<file path="config.mk">
export PLATFORM = sky130hd
export DESIGN_NAME = multitap_keypad_decoder_unit_flat
export DESIGN_NICKNAME = d
export VERILOG_FILES = /design/src/rtl/mtkd_pkg.sv /design/src/rtl/mtkd_if.sv /design/src/rtl/multitap_keypad_decoder_unit.sv /design/src/rtl/mtkd_front.sv /design/src/rtl/mtkd_queue.sv /design/src/rtl/mtkd_back.sv /design/src/flat_wrapper.sv
export SDC_FILE = /design/constraint.sdc
export NUM_CORES = 1
export LEC_CHECK = 0
export ABC_CLOCK_PERIOD_IN_PS = 7200
export BUFFER_PORTS_ARGS = -buffer_cell sky130_fd_sc_hd__buf_2
export CAP_MARGIN = 20
export CORE_ASPECT_RATIO = 2
export CORE_MARGIN = 2
export CORE_UTILIZATION = 40
export CTS_CLUSTER_DIAMETER = 120
export CTS_CLUSTER_SIZE = 16
export DETAILED_ROUTE_END_ITERATION = 8
export GPL_ROUTABILITY_DRIVEN = 0
export PLACE_DENSITY_LB_ADDON = 0.1
export SYNTH_ARGS = -nofsm -noshare
export SYNTH_HDL_FRONTEND = slang
export SYNTH_SLANG_ARGS = --single-unit
</file>
<file path="constraint.sdc">
create_clock -name clock -period 7.2 [get_ports clock]
set_clock_uncertainty 0.1 [all_clocks]
set_input_delay 2.16 -clock clock [delete_from_list [all_inputs] [get_ports clock]]
set_output_delay 2.16 -clock clock [all_outputs]
set_load 0.03 [all_outputs]
</file>
<file path="src/rtl/mtkd_pkg.sv">
// mtkd_pkg: constants, codes, layout rom and shared types of the multi-tap keypad decoder
// no dependencies; imported by every module of the block

package mtkd_pkg;

   localparam int DIGIT_KEYS   = 10;
   localparam int TAPS_PER_KEY = 5;
   localparam int ROM_ROWS     = 10;
   localparam int ROM_COLS     = 5;
   localparam int QUEUE_DEPTH  = 2;

   localparam logic [7:0] TIMEOUT_RESET = 8'd2;

   localparam logic [4:0] KEY_DIGIT_MAX  = 5'd9;
   localparam logic [4:0] KEY_SHIFT      = 5'd10;
   localparam logic [4:0] KEY_CTRL       = 5'd11;
   localparam logic [4:0] KEY_BACKSPACE  = 5'd12;
   localparam logic [4:0] KEY_SPACE      = 5'd13;
   localparam logic [4:0] KEY_ENTER      = 5'd14;
   localparam logic [4:0] KEY_PREDICTIVE = 5'd15;
   localparam logic [4:0] KEY_TAB        = 5'd16;

   localparam logic [15:0] SYM_BACKSPACE    = 16'hFF08;
   localparam logic [15:0] SYM_SPACE        = 16'h0020;
   localparam logic [15:0] SYM_KP_ENTER     = 16'hFF8D;
   localparam logic [15:0] SYM_TAB          = 16'hFF09;
   localparam logic [15:0] SYM_LEVEL5_SHIFT = 16'hFE11;
   localparam logic [15:0] SYM_RIGHT_CTRL   = 16'hFFE4;
   localparam logic [15:0] SYM_PERIOD       = 16'h002E;
   localparam logic [15:0] SYM_A            = 16'h0061;

   typedef enum logic [1:0] {
      KIND_KEYSTROKE = 2'd0,
      KIND_DIGIT     = 2'd1,
      KIND_STATUS    = 2'd2
   } kind_type;

   typedef enum logic [1:0] {
      MOD_NONE  = 2'd0,
      MOD_SHIFT = 2'd1,
      MOD_CTRL  = 2'd2
   } modifier_type;

   localparam logic [15:0] LAYOUT_ROM [ROM_ROWS][ROM_COLS] = '{
      '{SYM_PERIOD,      16'h002C,        16'h002D,        16'h0027,        16'h0031},
      '{SYM_A,           SYM_A + 16'd1,   SYM_A + 16'd2,   16'h00E0,        16'h0032},
      '{SYM_A + 16'd3,   SYM_A + 16'd4,   SYM_A + 16'd5,   16'h00E8,        16'h0033},
      '{SYM_A + 16'd6,   SYM_A + 16'd7,   SYM_A + 16'd8,   16'h00EC,        16'h0034},
      '{SYM_A + 16'd9,   SYM_A + 16'd10,  SYM_A + 16'd11,  16'h005C,        16'h0035},
      '{SYM_A + 16'd12,  SYM_A + 16'd13,  SYM_A + 16'd14,  16'h00F2,        16'h0036},
      '{SYM_A + 16'd15,  SYM_A + 16'd16,  SYM_A + 16'd17,  SYM_A + 16'd18,  16'h0037},
      '{SYM_A + 16'd19,  SYM_A + 16'd20,  SYM_A + 16'd21,  16'h00F9,        16'h0038},
      '{SYM_A + 16'd22,  SYM_A + 16'd23,  SYM_A + 16'd24,  SYM_A + 16'd25,  16'h0039},
      '{16'h002B,        16'h003C,        16'h0060,        16'h00F7,        16'h0030}
   };

   // one decoded press: a single result, or backspace followed by keysym
   typedef struct packed {
      logic         two;
      kind_type     kind;
      logic [15:0]  keysym;
      modifier_type modifier_sel;
      logic [3:0]   digit_value;
      logic         predictive_on;
   } cmd_type;

   typedef struct packed {
      logic full;
      logic empty;
   } queue_status_type;

   function automatic logic [15:0] rom_read(input logic [3:0] row, input logic [2:0] col);
      logic [15:0] sym;
      sym = '0;
      if (32'(row) < ROM_ROWS && 32'(col) < ROM_COLS) begin
         sym = LAYOUT_ROM[row][col];
      end
      return sym;
   endfunction

endpackage

</file>
<file path="src/rtl/mtkd_if.sv">
// mtkd_req_if / mtkd_rsp_if: valid-ready channels of the keypad decoder
// no dependencies

interface mtkd_req_if;
   logic        valid;
   logic        ready;
   logic [4:0]  key_id;
   logic [31:0] now_seconds;

   modport source (output valid, output key_id, output now_seconds, input ready);
   modport sink   (input valid, input key_id, input now_seconds, output ready);
endinterface

interface mtkd_rsp_if;
   logic        valid;
   logic        ready;
   logic [1:0]  kind;
   logic [15:0] keysym;
   logic [1:0]  modifier_sel;
   logic [3:0]  digit_value;
   logic        predictive_on;
   logic        last;

   modport source (output valid, output kind, output keysym, output modifier_sel,
                   output digit_value, output predictive_on, output last, input ready);
   modport sink   (input valid, input kind, input keysym, input modifier_sel,
                   input digit_value, input predictive_on, input last, output ready);
endinterface

</file>
<file path="src/rtl/multitap_keypad_decoder_unit.sv">
// multitap_keypad_decoder_unit: top level of the multi-tap keypad decoder
// first result of a request is registered in a queue entry, then in the back end output register
// throughput: one request per cycle for single-result presses while the output is ready and the queue
// is not full; a repeat press sends two results through the single output register, one result per cycle
// reset: synchronous; clears tap, modifier and mode state, sets the timeout to 2, empties queue
// depends on mtkd_pkg, mtkd_if, mtkd_front, mtkd_queue, mtkd_back

module multitap_keypad_decoder_unit (
   input  logic       clock,
   input  logic       reset,
   mtkd_req_if.sink   req_chan,
   mtkd_rsp_if.source rsp_chan,
   input  logic       csr_we,
   input  logic [7:0] csr_wdata
);
   import mtkd_pkg::*;

   queue_status_type q_status;
   cmd_type          push_cmd;
   cmd_type          pop_cmd;
   logic             push;
   logic             pop;

   mtkd_front u_front (
      .clock     (clock),
      .reset     (reset),
      .req_chan  (req_chan),
      .csr_we    (csr_we),
      .csr_wdata (csr_wdata),
      .q_status  (q_status),
      .push      (push),
      .push_cmd  (push_cmd)
   );

   mtkd_queue u_queue (
      .clock    (clock),
      .reset    (reset),
      .push     (push),
      .push_cmd (push_cmd),
      .pop      (pop),
      .pop_cmd  (pop_cmd),
      .q_status (q_status)
   );

   mtkd_back u_back (
      .clock    (clock),
      .reset    (reset),
      .pop_cmd  (pop_cmd),
      .q_status (q_status),
      .pop      (pop),
      .rsp_chan (rsp_chan)
   );

endmodule

</file>
<file path="src/rtl/mtkd_front.sv">
// mtkd_front: accepts key requests, holds tap and mode state, pushes decoded commands
// depends on mtkd_pkg and mtkd_req_if

module mtkd_front (
   input  logic                      clock,
   input  logic                      reset,
   mtkd_req_if.sink                  req_chan,
   input  logic                      csr_we,
   input  logic [7:0]                csr_wdata,
   input  mtkd_pkg::queue_status_type q_status,
   output logic                      push,
   output mtkd_pkg::cmd_type         push_cmd
);
   import mtkd_pkg::*;

   logic [7:0]   timeout_ff, timeout_in;
   logic [3:0]   prev_key_ff, prev_key_in;
   logic         seq_active_ff, seq_active_in;
   logic [2:0]   tap_ff, tap_in;
   logic [31:0]  prev_time_ff, prev_time_in;
   modifier_type modifier_ff, modifier_in;
   logic         pred_ff, pred_in;

   logic         accept;
   logic [4:0]   key;
   logic [3:0]   row;
   logic [31:0]  elapsed;
   logic         in_time;

   assign req_chan.ready = !q_status.full;
   assign accept  = req_chan.valid && !q_status.full;
   assign key     = req_chan.key_id;
   assign elapsed = req_chan.now_seconds - prev_time_ff;
   assign in_time = elapsed < 32'(timeout_ff);
   assign row     = (key == 5'd0) ? 4'(DIGIT_KEYS - 1) : 4'(key - 5'd1);

   always_comb begin
      timeout_in    = csr_we ? csr_wdata : timeout_ff;
      prev_key_in   = prev_key_ff;
      seq_active_in = seq_active_ff;
      tap_in        = tap_ff;
      prev_time_in  = prev_time_ff;
      modifier_in   = modifier_ff;
      pred_in       = pred_ff;
      push          = 1'b0;
      push_cmd      = '0;
      push_cmd.kind = KIND_KEYSTROKE;

      if (accept) begin
         if (key <= KEY_DIGIT_MAX) begin
            if (32'(key) < DIGIT_KEYS) begin
               push = 1'b1;
               if (pred_ff) begin
                  push_cmd.kind        = KIND_DIGIT;
                  push_cmd.digit_value = key[3:0];
               end else if (seq_active_ff && prev_key_ff == key[3:0] && in_time) begin
                  push_cmd.two    = 1'b1;
                  push_cmd.keysym = rom_read(row, tap_ff);
                  tap_in          = (32'(tap_ff) < TAPS_PER_KEY - 1) ? tap_ff + 3'd1 : 3'd0;
                  prev_time_in    = req_chan.now_seconds;
               end else begin
                  push_cmd.keysym = rom_read(row, 3'd0);
                  tap_in          = 3'(1 % TAPS_PER_KEY);
                  seq_active_in   = 1'b1;
                  prev_key_in     = key[3:0];
                  prev_time_in    = req_chan.now_seconds;
               end
            end
         end else begin
            push          = 1'b1;
            seq_active_in = 1'b0;
            tap_in        = 3'd0;
            prev_key_in   = 4'd0;
            unique case (key)
               KEY_SHIFT: begin
                  modifier_in   = (modifier_ff == MOD_SHIFT) ? MOD_NONE : MOD_SHIFT;
                  push_cmd.kind = KIND_STATUS;
               end
               KEY_CTRL: begin
                  modifier_in   = (modifier_ff == MOD_CTRL) ? MOD_NONE : MOD_CTRL;
                  push_cmd.kind = KIND_STATUS;
               end
               KEY_BACKSPACE:  push_cmd.keysym = SYM_BACKSPACE;
               KEY_SPACE:      push_cmd.keysym = SYM_SPACE;
               KEY_ENTER:      push_cmd.keysym = SYM_KP_ENTER;
               KEY_TAB:        push_cmd.keysym = SYM_TAB;
               KEY_PREDICTIVE: begin
                  pred_in       = !pred_ff;
                  push_cmd.kind = KIND_STATUS;
               end
               default: begin
                  // unknown key: no result, no state change
                  push          = 1'b0;
                  seq_active_in = seq_active_ff;
                  tap_in        = tap_ff;
                  prev_key_in   = prev_key_ff;
               end
            endcase
         end
      end

      push_cmd.modifier_sel  = modifier_in;
      push_cmd.predictive_on = pred_in;
   end

   always_ff @(posedge clock) begin
      if (reset) begin
         timeout_ff    <= TIMEOUT_RESET;
         prev_key_ff   <= '0;
         seq_active_ff <= 1'b0;
         tap_ff        <= '0;
         prev_time_ff  <= '0;
         modifier_ff   <= MOD_NONE;
         pred_ff       <= 1'b0;
      end else begin
         timeout_ff    <= timeout_in;
         prev_key_ff   <= prev_key_in;
         seq_active_ff <= seq_active_in;
         tap_ff        <= tap_in;
         prev_time_ff  <= prev_time_in;
         modifier_ff   <= modifier_in;
         pred_ff       <= pred_in;
      end
   end

endmodule

</file>
<file path="src/rtl/mtkd_queue.sv">
// mtkd_queue: short command queue between the front and the back
// depends on mtkd_pkg

module mtkd_queue (
   input  logic                       clock,
   input  logic                       reset,
   input  logic                       push,
   input  mtkd_pkg::cmd_type          push_cmd,
   input  logic                       pop,
   output mtkd_pkg::cmd_type          pop_cmd,
   output mtkd_pkg::queue_status_type q_status
);
   import mtkd_pkg::*;

   localparam int PTR_W = (QUEUE_DEPTH > 1) ? $clog2(QUEUE_DEPTH) : 1;
   localparam int CNT_W = $clog2(QUEUE_DEPTH + 1);

   cmd_type            entry_ff [QUEUE_DEPTH];
   logic [PTR_W-1:0]   wr_ptr_ff, wr_ptr_in;
   logic [PTR_W-1:0]   rd_ptr_ff, rd_ptr_in;
   logic [CNT_W-1:0]   count_ff, count_in;
   logic               do_push, do_pop;

   function automatic logic [PTR_W-1:0] ptr_next(input logic [PTR_W-1:0] ptr);
      return (ptr == PTR_W'(QUEUE_DEPTH - 1)) ? '0 : ptr + PTR_W'(1);
   endfunction

   assign q_status.full  = (count_ff == CNT_W'(QUEUE_DEPTH));
   assign q_status.empty = (count_ff == '0);
   assign do_push = push && !q_status.full;
   assign do_pop  = pop && !q_status.empty;
   assign pop_cmd = entry_ff[rd_ptr_ff];

   always_comb begin
      wr_ptr_in = do_push ? ptr_next(wr_ptr_ff) : wr_ptr_ff;
      rd_ptr_in = do_pop ? ptr_next(rd_ptr_ff) : rd_ptr_ff;
      count_in  = count_ff + CNT_W'(do_push) - CNT_W'(do_pop);
   end

   always_ff @(posedge clock) begin
      if (reset) begin
         wr_ptr_ff <= '0;
         rd_ptr_ff <= '0;
         count_ff  <= '0;
      end else begin
         wr_ptr_ff <= wr_ptr_in;
         rd_ptr_ff <= rd_ptr_in;
         count_ff  <= count_in;
      end
   end

   always_ff @(posedge clock) begin
      if (do_push) begin
         entry_ff[wr_ptr_ff] <= push_cmd;
      end
   end

endmodule

</file>
<file path="src/rtl/mtkd_back.sv">
// mtkd_back: expands queued commands into result items behind an output register
// depends on mtkd_pkg and mtkd_rsp_if

module mtkd_back (
   input  logic                       clock,
   input  logic                       reset,
   input  mtkd_pkg::cmd_type          pop_cmd,
   input  mtkd_pkg::queue_status_type q_status,
   output logic                       pop,
   mtkd_rsp_if.source                 rsp_chan
);
   import mtkd_pkg::*;

   logic        valid_ff, valid_in;
   logic        pending_ff, pending_in;
   cmd_type     hold_ff, hold_in;
   kind_type    kind_ff, kind_in;
   logic [15:0] keysym_ff, keysym_in;
   logic [1:0]  modifier_ff, modifier_in;
   logic [3:0]  digit_ff, digit_in;
   logic        pred_ff, pred_in;
   logic        last_ff, last_in;
   logic        load;

   assign load = !valid_ff || rsp_chan.ready;
   assign pop  = load && !pending_ff && !q_status.empty;

   always_comb begin
      valid_in    = valid_ff;
      pending_in  = pending_ff;
      hold_in     = hold_ff;
      kind_in     = kind_ff;
      keysym_in   = keysym_ff;
      modifier_in = modifier_ff;
      digit_in    = digit_ff;
      pred_in     = pred_ff;
      last_in     = last_ff;
      if (load) begin
         if (pending_ff) begin
            // second result of a repeat press: the keysym after the backspace
            valid_in    = 1'b1;
            pending_in  = 1'b0;
            kind_in     = hold_ff.kind;
            keysym_in   = hold_ff.keysym;
            modifier_in = hold_ff.modifier_sel;
            digit_in    = hold_ff.digit_value;
            pred_in     = hold_ff.predictive_on;
            last_in     = 1'b1;
         end else if (!q_status.empty) begin
            valid_in    = 1'b1;
            hold_in     = pop_cmd;
            pending_in  = pop_cmd.two;
            modifier_in = pop_cmd.modifier_sel;
            pred_in     = pop_cmd.predictive_on;
            if (pop_cmd.two) begin
               kind_in   = KIND_KEYSTROKE;
               keysym_in = SYM_BACKSPACE;
               digit_in  = 4'd0;
               last_in   = 1'b0;
            end else begin
               kind_in   = pop_cmd.kind;
               keysym_in = pop_cmd.keysym;
               digit_in  = pop_cmd.digit_value;
               last_in   = 1'b1;
            end
         end else begin
            valid_in = 1'b0;
         end
      end
   end

   always_ff @(posedge clock) begin
      if (reset) begin
         valid_ff   <= 1'b0;
         pending_ff <= 1'b0;
      end else begin
         valid_ff   <= valid_in;
         pending_ff <= pending_in;
      end
      hold_ff     <= hold_in;
      kind_ff     <= kind_in;
      keysym_ff   <= keysym_in;
      modifier_ff <= modifier_in;
      digit_ff    <= digit_in;
      pred_ff     <= pred_in;
      last_ff     <= last_in;
   end

   assign rsp_chan.valid         = valid_ff;
   assign rsp_chan.kind          = kind_ff;
   assign rsp_chan.keysym        = keysym_ff;
   assign rsp_chan.modifier_sel  = modifier_ff;
   assign rsp_chan.digit_value   = digit_ff;
   assign rsp_chan.predictive_on = pred_ff;
   assign rsp_chan.last          = last_ff;

endmodule

</file>
<file path="src/flat_wrapper.sv">
// flat-port wrapper written by rule: the top's interface ports become plain ports
module multitap_keypad_decoder_unit_flat import mtkd_pkg::*;
  (clock, reset, csr_we, csr_wdata, req_chan_valid, req_chan_key_id, req_chan_now_seconds, req_chan_ready, rsp_chan_valid, rsp_chan_kind, rsp_chan_keysym, rsp_chan_modifier_sel, rsp_chan_digit_value, rsp_chan_predictive_on, rsp_chan_last, rsp_chan_ready);
  mtkd_req_if req_chan_i ();
  mtkd_rsp_if rsp_chan_i ();
  input  logic clock;
  input  logic reset;
  input  logic csr_we;
  input  logic [7:0] csr_wdata;
  input wire logic [$bits(req_chan_i.valid)-1:0] req_chan_valid;
  input wire logic [$bits(req_chan_i.key_id)-1:0] req_chan_key_id;
  input wire logic [$bits(req_chan_i.now_seconds)-1:0] req_chan_now_seconds;
  output wire logic [$bits(req_chan_i.ready)-1:0] req_chan_ready;
  output wire logic [$bits(rsp_chan_i.valid)-1:0] rsp_chan_valid;
  output wire logic [$bits(rsp_chan_i.kind)-1:0] rsp_chan_kind;
  output wire logic [$bits(rsp_chan_i.keysym)-1:0] rsp_chan_keysym;
  output wire logic [$bits(rsp_chan_i.modifier_sel)-1:0] rsp_chan_modifier_sel;
  output wire logic [$bits(rsp_chan_i.digit_value)-1:0] rsp_chan_digit_value;
  output wire logic [$bits(rsp_chan_i.predictive_on)-1:0] rsp_chan_predictive_on;
  output wire logic [$bits(rsp_chan_i.last)-1:0] rsp_chan_last;
  input wire logic [$bits(rsp_chan_i.ready)-1:0] rsp_chan_ready;
  assign req_chan_i.valid = req_chan_valid;
  assign req_chan_i.key_id = req_chan_key_id;
  assign req_chan_i.now_seconds = req_chan_now_seconds;
  assign req_chan_ready = req_chan_i.ready;
  assign rsp_chan_valid = rsp_chan_i.valid;
  assign rsp_chan_kind = rsp_chan_i.kind;
  assign rsp_chan_keysym = rsp_chan_i.keysym;
  assign rsp_chan_modifier_sel = rsp_chan_i.modifier_sel;
  assign rsp_chan_digit_value = rsp_chan_i.digit_value;
  assign rsp_chan_predictive_on = rsp_chan_i.predictive_on;
  assign rsp_chan_last = rsp_chan_i.last;
  assign rsp_chan_i.ready = rsp_chan_ready;
  multitap_keypad_decoder_unit u_core (.clock(clock), .reset(reset), .req_chan(req_chan_i), .rsp_chan(rsp_chan_i), .csr_we(csr_we), .csr_wdata(csr_wdata));
endmodule
</file>
# ---- After elaboration in Yosys (flattened, before gate mapping)
# Memory sizes are Yosys's and may differ from the RTL's. A register that Yosys moved wholly into a read port is not among the register bits.
# Cells that the tools add are included.
dict set report word_totals {
  out_inout_bits 28
  rom_bits 1280
  mem_count 2
  ram_bits 52
  regBits 108
}
# memory words width rd rd_ports_with_merged_regs wr line
set memory_table {}
lappend memory_table {{(no name shown)} 16 80 1 0 0 mtkd_pkg.sv:76} ;# sym = LAYOUT_ROM[row][col];
lappend memory_table {u_core.u_queue.entry_ff 2 26 1 1 1 mtkd_queue.sv:18} ;# cmd_type entry_ff [QUEUE_DEPTH];
dict set report classes {
  mux 76
  n_eq_ne 15
  n_reduce_logical 24
  n_addsub 7
  bitwise 5
  n_lt_le_gt_ge 8
}
# operator n
set op_table {}
lappend op_table {{$mux 80} 2}
lappend op_table {{$mux 16} 9}
lappend op_table {{$pmux 16 s4} 1}
lappend op_table {{$mux 4} 13}
lappend op_table {{$bmux 16 s3} 1}
lappend op_table {{$mux 19} 2}
lappend op_table {{$lt 32x8->1} 1}
lappend op_table {{$sub 32x32->32} 1}
lappend op_table {{$mux 1} 31}
lappend op_table {{$eq 5x4->1 const B} 6}
lappend op_table {{$mux 18} 1}
lappend op_table {{$mux 2} 9}
lappend op_table {{$mux 3} 6}
lappend op_table {{$logic_and 1x1->1} 8}
lappend op_table {{$reduce_and 4->1} 2}
lappend op_table {{$reduce_or 7->1} 1}
lappend op_table {{$lt 3x3->1 const B} 2}
lappend op_table {{$eq 5x5->1 const B} 1}
lappend op_table {{$ge 5x5->1 const B} 1}
lappend op_table {{$le 5x4->1 const B} 1}
lappend op_table {{$logic_not 1->1} 5}
lappend op_table {{$logic_not 5->1} 1}
lappend op_table {{$lt 5x4->1 const B} 1}
lappend op_table {{$not 4->5} 1}
lappend op_table {{other kinds (22)} 28}

# ---- Longest topological paths before layout
dict set report depth {
  depth_word 15
  mapped_depth 20
}

# ---- Modules after synthesis
# A second synthesis with hierarchy kept.
dict set report unflattened {
  cells_unflattened 1006
  hier_area_um2 9496.6
}
# module seq_area_each_um2 cells_per_inst area_per_inst_um2 instances
set modules_own_cells {}
lappend modules_own_cells {mtkd_front 1021.0 785 5408.9 1}
lappend modules_own_cells {mtkd_queue 1661.6 108 2109.5 1}
lappend modules_own_cells {mtkd_back 1571.5 113 1978.1 1}

# ---- Least setup slack after synthesis
# No wires, ideal clock.
dict set report synth_timing {
  path_type {input-to-reg}
  start {input req_chan_now_seconds[0]}
  end {memory u_core.u_queue.entry_ff[0][9] (netlist name) (data pin)}
  slack_ns 1.159
  setup_ns 0.263
  cell_stages 18
  t_required_ns 6.837
  arrival_time_ns 5.679
  path_buffers 0
  cell_sequence {inv_1 > ha_1 > fa_1 > nor2b_1 > o2111ai_2 > nand2_1 > xor2_1 > ha_1 > a21oi_1 > o2111ai_1 > a211oi_1 > o2111ai_1 > nor4_1 > nand4_1 > a2111oi_4 > nand4b_4 > and2_0 > o31a_1}
}
# item line
set synth_lines {}
lappend synth_lines {{from (decl)} flat_wrapper.sv:12} ;# input wire logic [$bits(req_chan_i.now_seconds)-1:0] req_chan_now_seconds;
lappend synth_lines {{to (decl)} mtkd_queue.sv:18}

==> out/qor.csv <==
metric,value,unit
status,completed,
diodes,0,
grt_pass1_wl,36100,um
post-place-cells,1264,
finalHoldViolations,0,
slew_violations,0,
cts_setup_buffers,0,
hp-class,register to register,
cp.arrival,6450,ps
finalWorstSetupSlack,812,ps
synth-edff-count,75,
final_nets,1114,
tightest_slew,1100,ps
max_slew_margin,0.263,
drtAntennaViolNets,0,
grt_setup_unrepaired,no,
syn_to_final_growth,13.5,%
criticalPathCategory,input port to register,
finalHoldWorstSlack,352,ps
netlist_area,8500,um2
insertion_delay,430,ps
dp_hpwl,17600,um
clk_pin_slew,60,ps
port_buffers,77,
synth_cells,960,
p_leak,3.59,nW
clock-sinks,133,
syn_avg_cell_area,8.85,um2
endpoint_kind,register,
synthDominantCellAreaShare,0.265,
crit_path_start_kind,input port,
cap_viol_max_count,0,
via_per_inst,5.49,
die_h,210,um
numCtsBuffers,17,
ys_warn_count,0,
synth_area_leader_cell,edfxtp_1,
routed_wl,22700,um
min_period_over_period,0.887,
clockBufferDepth,2,
num_vias,7117,
root_buffer,clkbuf_16,
required,7260,ps
yosys-top-cells-area,"edfxtp_1 (26%), dfxtp_1 (14%), ha_1 (7.2%), nand2_1 (6.6%), a21oi_1 (5.1%)",
grt_usage,0.209,
stdcell_count,1296,
final.fill_count,2097,
max_clock_freq,0.157,GHz
ctsHtreeMaxLevel,4,
first_global_vias,7070,
powerDensity,273,nW/um2
ys.flop_type,edfxtp_1,
ctsHoldBuffers,0,
drt-initial-drc-count,246,
wl_per_cell,17.5,um
route.detailed.drc,0,
finalCriticalPeriod,6390,ps
die_area,22500,um2
synthTopCellsByCount,"nand2_1 (149), a21oi_1 (87), edfxtp_1 (75), inv_1 (64), nor2_1 (59)",
place_area,9050,um2
ios,78,
fin_area,9640,um2
tns,0,ps
synth.most_common_cell,nand2_1,
dp_slack,396,ps
cts_tree,yes,
synth_seq_cells,133,
synth_nets,1060,
crit_fanout,15,
grt-ovfl-total,0,
peakVddDrop,176,uV
die_width,107,um
setup_violations,0,
cts_resized,0,
rows,75,
drive_gt1_frac,0.164,
yosysSeqAreaShare,0.402,
antenna_found_initial,1,
synth_cell_types,81,
core,20900,um2
dr.pass1.iters,5,
grt_max_degree,50,
initial_core_util,0.406,
async_flop_share,0,
-- power breakdown --
| group | total (mW) | switching, mW | internal, mW |
|---|---|---|---|
| registers | 1.01 | 0.0473 | 0.968 |
| clock network | 0.883 | 0.336 | 0.547 |
| logic | 0.733 | 0.489 | 0.243 |
-- routing by layer --
layer,global-route usage,up-vias,share of wire
li1,-,3566,-
met4,0.112,2,0.045
met2,0.433,185,0.59
met3,0.0300,56,0.033
met5,0,-,0.00057
met1,0.181,3308,0.33
-- worst paths after layout --
check | from | endpoint | slack [ps] | depth (start not counted)
max | req_chan_now_seconds[0] | u_core.u_queue.entry_ff[1][9] | 810 | 19
min | u_core.u_front.prev_time_ff[16] | u_core.u_front.prev_time_ff[16] | 350 | 2
max reg2reg | u_core.u_front.prev_time_ff[1] | u_core.u_queue.entry_ff[1][9] | 2330 | 19
min reg2reg | u_core.u_front.prev_time_ff[16] | u_core.u_front.prev_time_ff[16] | 350 | 2
-- area by class of cell --
type / count / area [um2] / share of cell area
Clock buffer: 21 / 440 / 0.0457
Clock inverter: 11 / 150 / 0.0156
Inverter: 64 / 240 / 0.0249
Multi-Input combinational cell: 710 / 4600 / 0.477
Sequential cell: 133 / 3410 / 0.354
Tap cell: 269 / 337 / 0.0349
Timing Repair Buffer: 88 / 468 / 0.0485
-- placed cells by master, fill, tap and decap left out, types with 5 or more instances in the layout --
master	instances
nand2_1	149
a21oi_1	87
buf_2	77
edfxtp_1	75
inv_1	64
nor2_1	58
dfxtp_1	58
o21ai_0	50
ha_1	49
mux2_2	24
nand2b_1	20
nor3_1	19
nand3_1	19
clkbuf_16	17
xnor2_1	16
a21o_1	13
mux2i_1	13
and3_1	11
a211oi_1	11
buf_4	11
o21ai_1	10
nand4_1	10
a31oi_1	8
nor2b_1	7
and2_1	7
o21a_1	7
o2111ai_1	7
or3_1	7
xor2_1	6
nor4_1	6
a21oi_2	6
o211ai_1	6
a22o_1	6
o31ai_1	5
-- logic make-up (layout without fill, tap and decap cells) --
family | after synthesis | in the layout | share of synthesized area
mux | 39 | 39 | 0.0511
fa+ha+maj | 50 | 50 | 0.0745
flops | 133 | 133 | 0.402
buf+inv | 117 | 184 | 0.0586
simple gates | 334 | 334 | 0.187
xor+xnor | 22 | 22 | 0.0227
compound gates | 265 | 265 | 0.205
-- through the flow --
stage | power, mW | utilization
2_1_floorplan | 1.58 | -
3_3_place_gp | 1.76 | 0.433
3_5_place_dp | 1.77 | 0.433
4_1_cts | 2.66 | 0.461
5_1_grt | 2.77 | 0.461
6_report | 2.63 | 0.461
-- registers in the layout, summed over array words and instances, names as in the netlist, 2 cells and up, named ones only --
signal                               count
u_core.u_front.tap_ff                    3
u_core.u_front.timeout_ff                8
u_core.u_back.rsp_chan.kind              2
u_core.u_queue.count_ff                  2
u_core.u_back.rsp_chan.digit_value       4
u_core.u_queue.entry_ff                 38
u_core.u_front.modifier_ff               2
u_core.u_front.prev_time_ff             32
u_core.u_front.prev_key_ff               4
u_core.u_back.hold_ff                   18
u_core.u_back.rsp_chan.modifier_sel      2
u_core.u_back.rsp_chan.keysym            9
-- worst max-delay path, cell delays in order --
cell and delay (ps):
buf_2 90, inv_1 40, ha_1 220, fa_1 400, nor2b_1 230, o2111ai_2 210
nand2_1 140, xor2_1 150, ha_1 280, a21oi_1 170, o2111ai_1 120, a211oi_1 200
o2111ai_1 150, nor4_1 390, nand4_1 220, a2111oi_4 410, nand4b_4 330, and2_0 250
o31a_1 290
Power figures use the tool's default switching activity.
